File: config.mk
export PLATFORM = sky130hd
export DESIGN_NAME = signed_int_to_ascii_decimal
export DESIGN_NICKNAME = d
export VERILOG_FILES = /design/src/sv/sitad_pkg.sv /design/src/sv/sitad_digit_stage.sv /design/src/sv/sitad_serializer.sv /design/src/sv/signed_int_to_ascii_decimal.sv
export SDC_FILE = /design/constraint.sdc
export NUM_CORES = 1
export LEC_CHECK = 0
export ABC_AREA = 1
export BUFFER_PORTS_ARGS = -buffer_cell sky130_fd_sc_hd__buf_2
export CAP_MARGIN = 20
export CELL_PAD_IN_SITES_DETAIL_PLACEMENT = 0
export CELL_PAD_IN_SITES_GLOBAL_PLACEMENT = 1
export CORE_MARGIN = 3
export CORE_UTILIZATION = 47
export DETAILED_ROUTE_END_ITERATION = 16
export PLACE_DENSITY_LB_ADDON = 0.1
export SLEW_MARGIN = 10
export SYNTH_ARGS = -nofsm -noshare
export SYNTH_HDL_FRONTEND = slang
export SYNTH_SLANG_ARGS = --single-unit
File: constraint.sdc
create_clock -name clk -period 5.25 [get_ports clk]
set_clock_uncertainty 0.05 [all_clocks]
set_input_delay 0.2625 -clock clk [delete_from_list [all_inputs] [get_ports clk]]
set_output_delay 0.2625 -clock clk [all_outputs]
set_load 0.03 [all_outputs]
File: src/sv/sitad_pkg.sv
// shared types and constants for the signed integer to decimal text converter
package sitad_pkg;

    localparam int VALUE_WIDTH = 16;
    localparam int NUM_DIGITS  = 5;
    localparam int IDX_WIDTH   = 3;
    localparam int DIGIT_WIDTH = 4;
    localparam int CHAR_WIDTH  = 8;

    // x / 10 == (x * RECIP_TEN) >> RECIP_SHIFT for every 16-bit x
    localparam logic [VALUE_WIDTH-1:0] RECIP_TEN   = 16'd52429;
    localparam int                     RECIP_SHIFT = 19;
    localparam int                     PROD_WIDTH  = 2 * VALUE_WIDTH;
    localparam int                     QUO_WIDTH   = PROD_WIDTH - RECIP_SHIFT;

    localparam logic [CHAR_WIDTH-1:0] CHAR_ZERO  = 8'h30;
    localparam logic [CHAR_WIDTH-1:0] CHAR_MINUS = 8'h2D;

    typedef logic [NUM_DIGITS-1:0][DIGIT_WIDTH-1:0] sitad_digits_t;

    typedef struct packed {
        logic                   neg;
        logic [VALUE_WIDTH-1:0] quo;
        sitad_digits_t          digits;
    } sitad_item_t;

endpackage

File: src/sv/sitad_digit_stage.sv
// one pipeline stage that peels off the lowest decimal digit
module sitad_digit_stage
    import sitad_pkg::*;
(
    input  logic        clk,
    input  logic        rst_n,
    input  logic        up_valid,
    output logic        up_ready,
    input  sitad_item_t up_item,
    output logic        dn_valid,
    input  logic        dn_ready,
    output sitad_item_t dn_item
);

    logic                   valid_reg;
    sitad_item_t            item_reg;
    sitad_item_t            item_next;
    logic [PROD_WIDTH-1:0]  prod;
    logic [VALUE_WIDTH-1:0] quo;
    logic [VALUE_WIDTH-1:0] quo_times_ten;
    logic [VALUE_WIDTH-1:0] rem;

    assign up_ready = !valid_reg || dn_ready;
    assign dn_valid = valid_reg;
    assign dn_item  = item_reg;

    always_comb
    begin
        prod          = PROD_WIDTH'(up_item.quo) * PROD_WIDTH'(RECIP_TEN);
        quo           = VALUE_WIDTH'(prod[PROD_WIDTH-1:RECIP_SHIFT]);
        quo_times_ten = (quo << 3) + (quo << 1);
        rem           = up_item.quo - quo_times_ten;
        item_next.neg    = up_item.neg;
        item_next.quo    = quo;
        // newest digit enters at the top, so the ones digit ends at index 0
        item_next.digits = {rem[DIGIT_WIDTH-1:0], up_item.digits[NUM_DIGITS-1:1]};
    end

    always_ff @(posedge clk or negedge rst_n)
    begin
        if (!rst_n)
        begin
            valid_reg <= 1'b0;
        end
        else if (up_ready)
        begin
            valid_reg <= up_valid;
        end
    end

    always_ff @(posedge clk)
    begin
        if (up_ready && up_valid)
        begin
            item_reg <= item_next;
        end
    end

endmodule

File: src/sv/sitad_serializer.sv
// emits the sign and the significant digits, one character at a time
module sitad_serializer
    import sitad_pkg::*;
(
    input  logic                  clk,
    input  logic                  rst_n,
    input  logic                  up_valid,
    output logic                  up_ready,
    input  sitad_item_t           up_item,
    output logic                  char_valid,
    input  logic                  char_stall,
    output logic [CHAR_WIDTH-1:0] character,
    output logic                  is_last
);

    logic                 busy_reg;
    logic                 sign_reg;
    logic [IDX_WIDTH-1:0] idx_reg;
    sitad_digits_t        digits_reg;
    logic [IDX_WIDTH-1:0] idx_start;
    logic                 take;
    logic                 load;

    always_comb
    begin
        idx_start = '0;
        for (int i = 1; i < NUM_DIGITS; i++)
        begin
            if (up_item.digits[i] != '0)
            begin
                idx_start = IDX_WIDTH'(i);
            end
        end
    end

    assign char_valid = busy_reg;
    assign is_last    = !sign_reg && (idx_reg == '0);
    assign character  = sign_reg ? CHAR_MINUS
                      : (CHAR_ZERO | CHAR_WIDTH'(digits_reg[idx_reg[IDX_WIDTH-1:0]]));
    assign take       = busy_reg && !char_stall;
    assign up_ready   = !busy_reg || (take && is_last);
    assign load       = up_ready && up_valid;

    always_ff @(posedge clk or negedge rst_n)
    begin
        if (!rst_n)
        begin
            busy_reg <= 1'b0;
            sign_reg <= 1'b0;
            idx_reg  <= '0;
        end
        else if (load)
        begin
            busy_reg <= 1'b1;
            sign_reg <= up_item.neg;
            idx_reg  <= idx_start;
        end
        else if (take)
        begin
            if (sign_reg)
            begin
                sign_reg <= 1'b0;
            end
            else if (idx_reg == '0)
            begin
                busy_reg <= 1'b0;
            end
            else
            begin
                idx_reg <= idx_reg - 1'b1;
            end
        end
    end

    always_ff @(posedge clk)
    begin
        if (load)
        begin
            digits_reg <= up_item.digits;
        end
    end

`ifndef ASSERT_OFF
    a_idx_range: assert property (@(posedge clk) disable iff (!rst_n)
        busy_reg |-> (idx_reg < IDX_WIDTH'(NUM_DIGITS)))
        else $error("digit index out of range");

    a_no_early_drop: assert property (@(posedge clk) disable iff (!rst_n)
        (take && !is_last) |=> busy_reg)
        else $error("number ended before its last character");

    a_minus_first: assert property (@(posedge clk) disable iff (!rst_n)
        (load && up_item.neg) |=> (char_valid && character == CHAR_MINUS && !is_last))
        else $error("negative number does not start with minus");
`endif

endmodule

File: src/sv/signed_int_to_ascii_decimal.sv
// top level of the signed 16-bit integer to decimal ascii text converter
//
// Each request carries a signed 16-bit value; the block returns its decimal
// text most significant character first, a leading '-' for negative values,
// no leading zeros, a single '0' for zero, and is_last on the final character.
// -32768 prints correctly. A value passes a sign stage and five digit stages
// (one multiply by the reciprocal of ten each) and the serializer's register
// before its first character is offered. The output serializer sends one
// character per cycle while char_stall is low; a number is one to six
// characters long, and the pipeline keeps taking requests behind it until
// its stages fill.
module signed_int_to_ascii_decimal
    import sitad_pkg::*;
(
    input  logic                   clk,
    input  logic                   rst_n,
    input  logic                   req_valid,
    output logic                   req_stall,
    input  logic [VALUE_WIDTH-1:0] value,
    output logic                   char_valid,
    input  logic                   char_stall,
    output logic [CHAR_WIDTH-1:0]  character,
    output logic                   is_last
);

    logic                      sign_valid_reg;
    sitad_item_t               sign_item_reg;
    sitad_item_t               sign_item_next;
    logic                      sign_ready;
    logic [NUM_DIGITS:0]       stg_valid;
    logic [NUM_DIGITS:0]       stg_ready;
    sitad_item_t [NUM_DIGITS:0] stg_item;

    // magnitude formed unsigned so the most negative value works
    always_comb
    begin
        sign_item_next.neg    = value[VALUE_WIDTH-1];
        sign_item_next.quo    = value[VALUE_WIDTH-1] ? (~value + 1'b1) : value;
        sign_item_next.digits = '0;
    end

    assign sign_ready = !sign_valid_reg || stg_ready[0];
    assign req_stall  = !sign_ready;

    always_ff @(posedge clk or negedge rst_n)
    begin
        if (!rst_n)
        begin
            sign_valid_reg <= 1'b0;
        end
        else if (sign_ready)
        begin
            sign_valid_reg <= req_valid;
        end
    end

    always_ff @(posedge clk)
    begin
        if (sign_ready && req_valid)
        begin
            sign_item_reg <= sign_item_next;
        end
    end

    assign stg_valid[0] = sign_valid_reg;
    assign stg_item[0]  = sign_item_reg;

    for (genvar g = 0; g < NUM_DIGITS; g++)
    begin : g_digit
        sitad_digit_stage u_stage (
            .clk      (clk),
            .rst_n    (rst_n),
            .up_valid (stg_valid[g]),
            .up_ready (stg_ready[g]),
            .up_item  (stg_item[g]),
            .dn_valid (stg_valid[g+1]),
            .dn_ready (stg_ready[g+1]),
            .dn_item  (stg_item[g+1])
        );
    end

    sitad_serializer u_ser (
        .clk        (clk),
        .rst_n      (rst_n),
        .up_valid   (stg_valid[NUM_DIGITS]),
        .up_ready   (stg_ready[NUM_DIGITS]),
        .up_item    (stg_item[NUM_DIGITS]),
        .char_valid (char_valid),
        .char_stall (char_stall),
        .character  (character),
        .is_last    (is_last)
    );

endmodule

# == After elaboration in Yosys (flattened, before gate mapping) ==
# Index checks and enable logic that the tools add are counted.
# op_classes
add_sub_neg,12
mul,5
magnitude_cmp,1
eq_ne,2
n_mux,18
bitwise_logic,1
reduce_logical,36
# op_table
operator,n
multiplier 16 x 16 -> 32 bit (second input constant),1
multiplier 13 x 16 -> 29 bit (second input constant),1
multiplier 10 x 16 -> 26 bit (second input constant),1
multiplier 7 x 16 -> 23 bit (second input constant),1
two-way mux 3 bit,7
adder 4 bit,5
multiplier 4 x 16 -> 20 bit (second input constant),1
subtractor 4 bit,5
adder 16 x 1 -> 16 bit (second input constant),1
inverter 16 bit,1
nonzero test 4 bit,4
two-way mux 15 bit,1
binary-select mux 4 bit (select 3 bit),1
logical AND 1 bit,10
zero test 1 bit,10
logical OR 1 bit,7
two-way mux 1 bit,7
AND reduction 3 bit,2
two-way mux 5 bit,1
less-than comparator 3 x 4 -> 1 bit (second input constant),1
two-way mux 4 bit,1
nonzero test 2 bit,2
zero test 3 bit,1
subtractor 3 x 1 -> 3 bit (second input constant),1
other kinds (2),2
# word_totals
register_bits,147
output_inout_bits,11

# == Logic depth before layout (Yosys ltp) ==
# depth
depth_word,11
ltp_mapped,28
ltp_nobuf,28

# == Hierarchy ==
# From an unflattened synthesis, not the netlist that was laid out.
# hier_totals
hier_cells,3564
area_unflattened_um2,33315.7
# by_module_without_submodules
mod,n_inst,cells_each,area_each_um2
sitad_digit_stage (g_digit[1].u_stage),1,697,6351.1
sitad_digit_stage (g_digit[0].u_stage),1,691,6314.8
sitad_digit_stage (g_digit[3].u_stage),1,659,6224.7
sitad_digit_stage (g_digit[4].u_stage),1,655,6172.2
sitad_digit_stage (g_digit[2].u_stage),1,637,6095.8
sitad_serializer,1,124,1224.9
signed_int_to_ascii_decimal,1,101,932.1

# == Worst setup path before layout ==
# Ideal clock, no wire load.
# synth_timing
path_type,register to register
startpoint,register sign_item_reg[23] (netlist name)
endpoint,"register g_digit[0].u_stage.item_reg (netlist bit g_digit[0].u_stage.dn_item[19]), data pin"
arrival_ps,5304
required_ps,4951
path_slack_ps,-353
stages_incl_launch_ff,25
n_path_buf,0
path_cell_list,edfxtp_1 -> ha_1 -> inv_1 -> fa_1 -> inv_1 -> fa_1 -> fa_1 -> fa_1 -> inv_1 -> fa_1 -> inv_1 -> ha_1 -> a21oi_1 -> o21ai_0 -> o21bai_1 -> a21oi_1 -> xor2_1 -> inv_1 -> ha_1 -> xnor2_1 -> nand3b_1 -> nand2_1 -> nand2_1 -> nand2_1 -> inv_1
# synth_via
elab_chain_len,3
# synth_lines
element,line_no,text
from (decl),signed_int_to_ascii_decimal.sv:27,sitad_item_t sign_item_reg;
from (signal assigned),signed_int_to_ascii_decimal.sv:61,sign_item_reg <= sign_item_next;
multiplier 16 x 16 -> 32 bit,sitad_digit_stage.sv:29,prod = PROD_WIDTH'(up_item.quo) * PROD_WIDTH'(RECIP_TEN);
net g_digit[0].u_stage.prod[20],sitad_digit_stage.sv:18,logic [PROD_WIDTH-1:0] prod;
adder 4 bit,sitad_digit_stage.sv:31,quo_times_ten = (quo << 3) + (quo << 1);
subtractor 4 bit,sitad_digit_stage.sv:32,rem = up_item.quo - quo_times_ten;
net g_digit[0].u_stage.rem[3],sitad_digit_stage.sv:21,logic [VALUE_WIDTH-1:0] rem;
to (signal assigned),sitad_digit_stage.sv:55,item_reg <= item_next;
to (decl),sitad_digit_stage.sv:16,sitad_item_t item_reg;
# The timed path passes the listed nets, and every way through them passes these cells.
# A chain may end at the register's enable or synchronous reset.

# == Worst setup path in the final report ==
# layout_timing
startpoint,register sign_item_reg[24] (netlist name)
endpoint,"register g_digit[0].u_stage.item_reg (netlist bit g_digit[0].u_stage.dn_item[19]), data pin"
# The elaborated chain is that of the path after synthesis.

==> qor.yml <==
grt_pass1_vias: 12700
netlist.area_leader.share_pct: 25.6
gp_congestion: 0.853
path_cells: "ha_4 -> inv_2 -> fa_1 -> inv_1 -> fa_2 -> fa_1 -> fa_1 -> fa_2 -> ha_4 -> nand2_2 -> o21ai_2 -> o21bai_4 -> a21oi_2 -> xor2_1 -> inv_1 -> ha_4 -> xnor2_2 -> nand3b_1 -> nand2_1 -> nand2_1 -> nand2_1 -> inv_1"
cts-root-buf: "clkbuf_16"
finalSetupViolCount: 2
fin_crit_ns: 5.42
rsz0062_at_grt: "yes"
most-common-layout-cells: "inv_1 (422), ha_1 (316), nand2_1 (209)"
fmax_mhz: 185
n_antenna_cell: 0
violations: "negative setup slack"
worst_r2r_path_depth: 22
port_buffers: 27
htreeDepth: 4
start_kind: "flop"
min_from: "value[13]"
hpwl_microns: 33200
synth.distinct_cells: 50
rows: 69
outcome: "finished with violations"
routed_via_density: 4.98
firstDrtPassIters: 5
antenna_found_initial: 0
timing.rr.end: "g_digit[0].u_stage.dn_item[19]$_DFFE_PP_"
ys_ff_latch: 147
reg2reg_slack_ns: -0.17
dominantRegCellSynth: "edfxtp_1"
worst_pin_slew_ns: 1.01
synth_edf_count: 136
dr.first_iter.drc_count: 597
critPathKind: "reg -> reg"
fin_cells: 2522
cts_sinks: 147
path_max_fanout: 4
largest_reg_flops: 99
design.die.area_sq_um: 39500
drive_above_1_share_pct: 20.4
drv_cap: 0
die_h_microns: 199
grt.overflow.total: 0
cp_num_buf_inv: 4
dp_cells: 2456
area_delta_synth_final_pct: 20.7
clock_latency_ns: 0.44
ys_async_sr_fraction_pct: 7.48
synthTopCellsByArea: "ha_1 (26%), edfxtp_1 (23%), fa_1 (19%), inv_1 (9.8%), nand2_1 (4.9%)"
final_common_cell: "inv_1"
num_vias: 12600
crit-reg2reg-launch: "sign_item_reg[24]$_DFFE_PP_"
slew_viol_final: 0
worstHoldEndpoint: "sign_item_reg[35]$_SDFFCE_PN0P_"
cpMaxStageDelayCell: "fa_1"
cts_buffer_depth: 2
grt_pass1_wl_microns: 63200
start_util_pct: 48.4
synth_area_per_cell_sq_um: 9.58
routed_wl_microns: 39200
cts_tree: "built"
hold_depth: 2
syn_area_sq_um: 17500
cp.required_ns: 5.40
synthCells: 1823
ant_nets: 0
crit_start: "sign_item_reg[24]$_DFFE_PP_"
final_net_count: 2593
slew_headroom_pct: 32.4
ioPinCount: 31
end_kind: "flop"
drc: 0
cpLargestDelayFamily: "adder cells"
setup_ws_ns: -0.169
synth_top_area_cell: "ha_1"
finalCritPeriodShare_pct: 103
hold_violations: 0
die_w_microns: 199
grt.total_usage_pct: 20.3
wl_per_cell_microns: 15.6
cts-buffers-inserted: 17
hp-class: "in -> reg"
grt_max_degree: 25
clk_pin_slew_ns: 0.07
cp_data_arrival_time_ns: 5.56
yosysSeqAreaShare_pct: 24.9
cp_slowest_stage_delay_ns: 0.56
core_region_area_sq_um: 36100
ys_warn_count: 0
-- how the worst max path moves through the flow --
stage / end / slack [ns] / depth (start not counted)
after CTS: g_digit[0].u_stage.dn_item[19]$_DFFE_PP_ / -0.24 / 24
after detailed placement: g_digit[0].u_stage.dn_item[19]$_DFFE_PP_ / -0.25 / 22
after global routing: g_digit[0].u_stage.dn_item[19]$_DFFE_PP_ / -0.42 / 22
final: g_digit[0].u_stage.dn_item[19]$_DFFE_PP_ / -0.17 / 22
after global placement: g_digit[1].u_stage.dn_item[19]$_DFFE_PP_ / -0.23 / 25
after floorplan: g_digit[0].u_stage.dn_item[19]$_DFFE_PP_ / 0.01 / 24
-- cell usage after synthesis (9+ instances only) --
master    instances
a21o_1            9
a21oi_1          91
dfrtp_1          11
edfxtp_1        136
fa_1            168
ha_1            357
inv_1           455
nand2_1         228
nand3_1          47
nand4_1          17
nor2_1           89
nor3_1           11
o21ai_0          54
xnor2_1          27
xor2_1           40
-- worst register-to-register path: cells and delay by family (launching register included) --
kind            cells  cell delay (ns)
fa+ha+maj           8             3.28
flops               1             0.49
simple gates        5             0.46
compound gates      3             0.38
xor+xnor            2             0.29
buf+inv             4             0.24
-- metal layers --
layer	vias up	GRT usage [%]	wire, microns
met3	31	2.63	1020
met2	155	33.9	19200
li1	6324	-	-
met5	-	0	0
met4	0	4.09	514
met1	6049	28.5	18500
-- stage by stage --
step	hold slack (ns)	setup TNS, ns	setup WS, ns	utilization (%)	cell area (sq um)
4_1_cts	0.0702	-0.438	-0.239	56.3	20300
3_3_place_gp	0.103	-1.12	-0.234	53.8	19400
6_report	0.0942	-0.288	-0.169	58.4	21100
5_1_grt	0.0773	-1.68	-0.417	58.4	21100
3_5_place_dp	0.106	-1.10	-0.249	53.8	19400
2_1_floorplan	-0.0831	0	0.0106	-	17600
-- area by class of cell --
class | instances | area [sq um]
sequential | 147 | 4360
fill | 3186 | 15000
timing repair buffer | 212 | 1560
tap | 461 | 577
inverter | 458 | 1730
clock buffer | 17 | 425
clock inverter | 15 | 183
multi-input combinational | 1212 | 12200
-- kinds of logic (layout without fill, tap and decap cells) --
| group | Yosys count | count (layout) | share of synthesized area [%] |
|---|---|---|---|
| AO/OA/AOI/OAI | 188 | 188 | 6.02 |
| XOR/XNOR | 67 | 67 | 3.36 |
| adder cells (fa/ha/maj) | 525 | 525 | 44.8 |
| buffers and inverters | 465 | 702 | 10.1 |
| flip-flops | 147 | 147 | 24.9 |
| other | 2 | 3 | 0.0430 |
| AND/OR/NAND/NOR | 429 | 429 | 10.7 |
-- timing repair --
action | CTS | global route
endpoints found under the setup margin | 13 | 22
hold buffers | 3 | 0
setup buffers | 9 | 21
endpoints found under the hold margin | 13 | 0
pin swaps | 17 | 86
resized for setup | 35 | 143
Power is left out: the tool's default activity adds up to more than one toggle a clock period on the data nets, which glitch-free logic cannot reach.
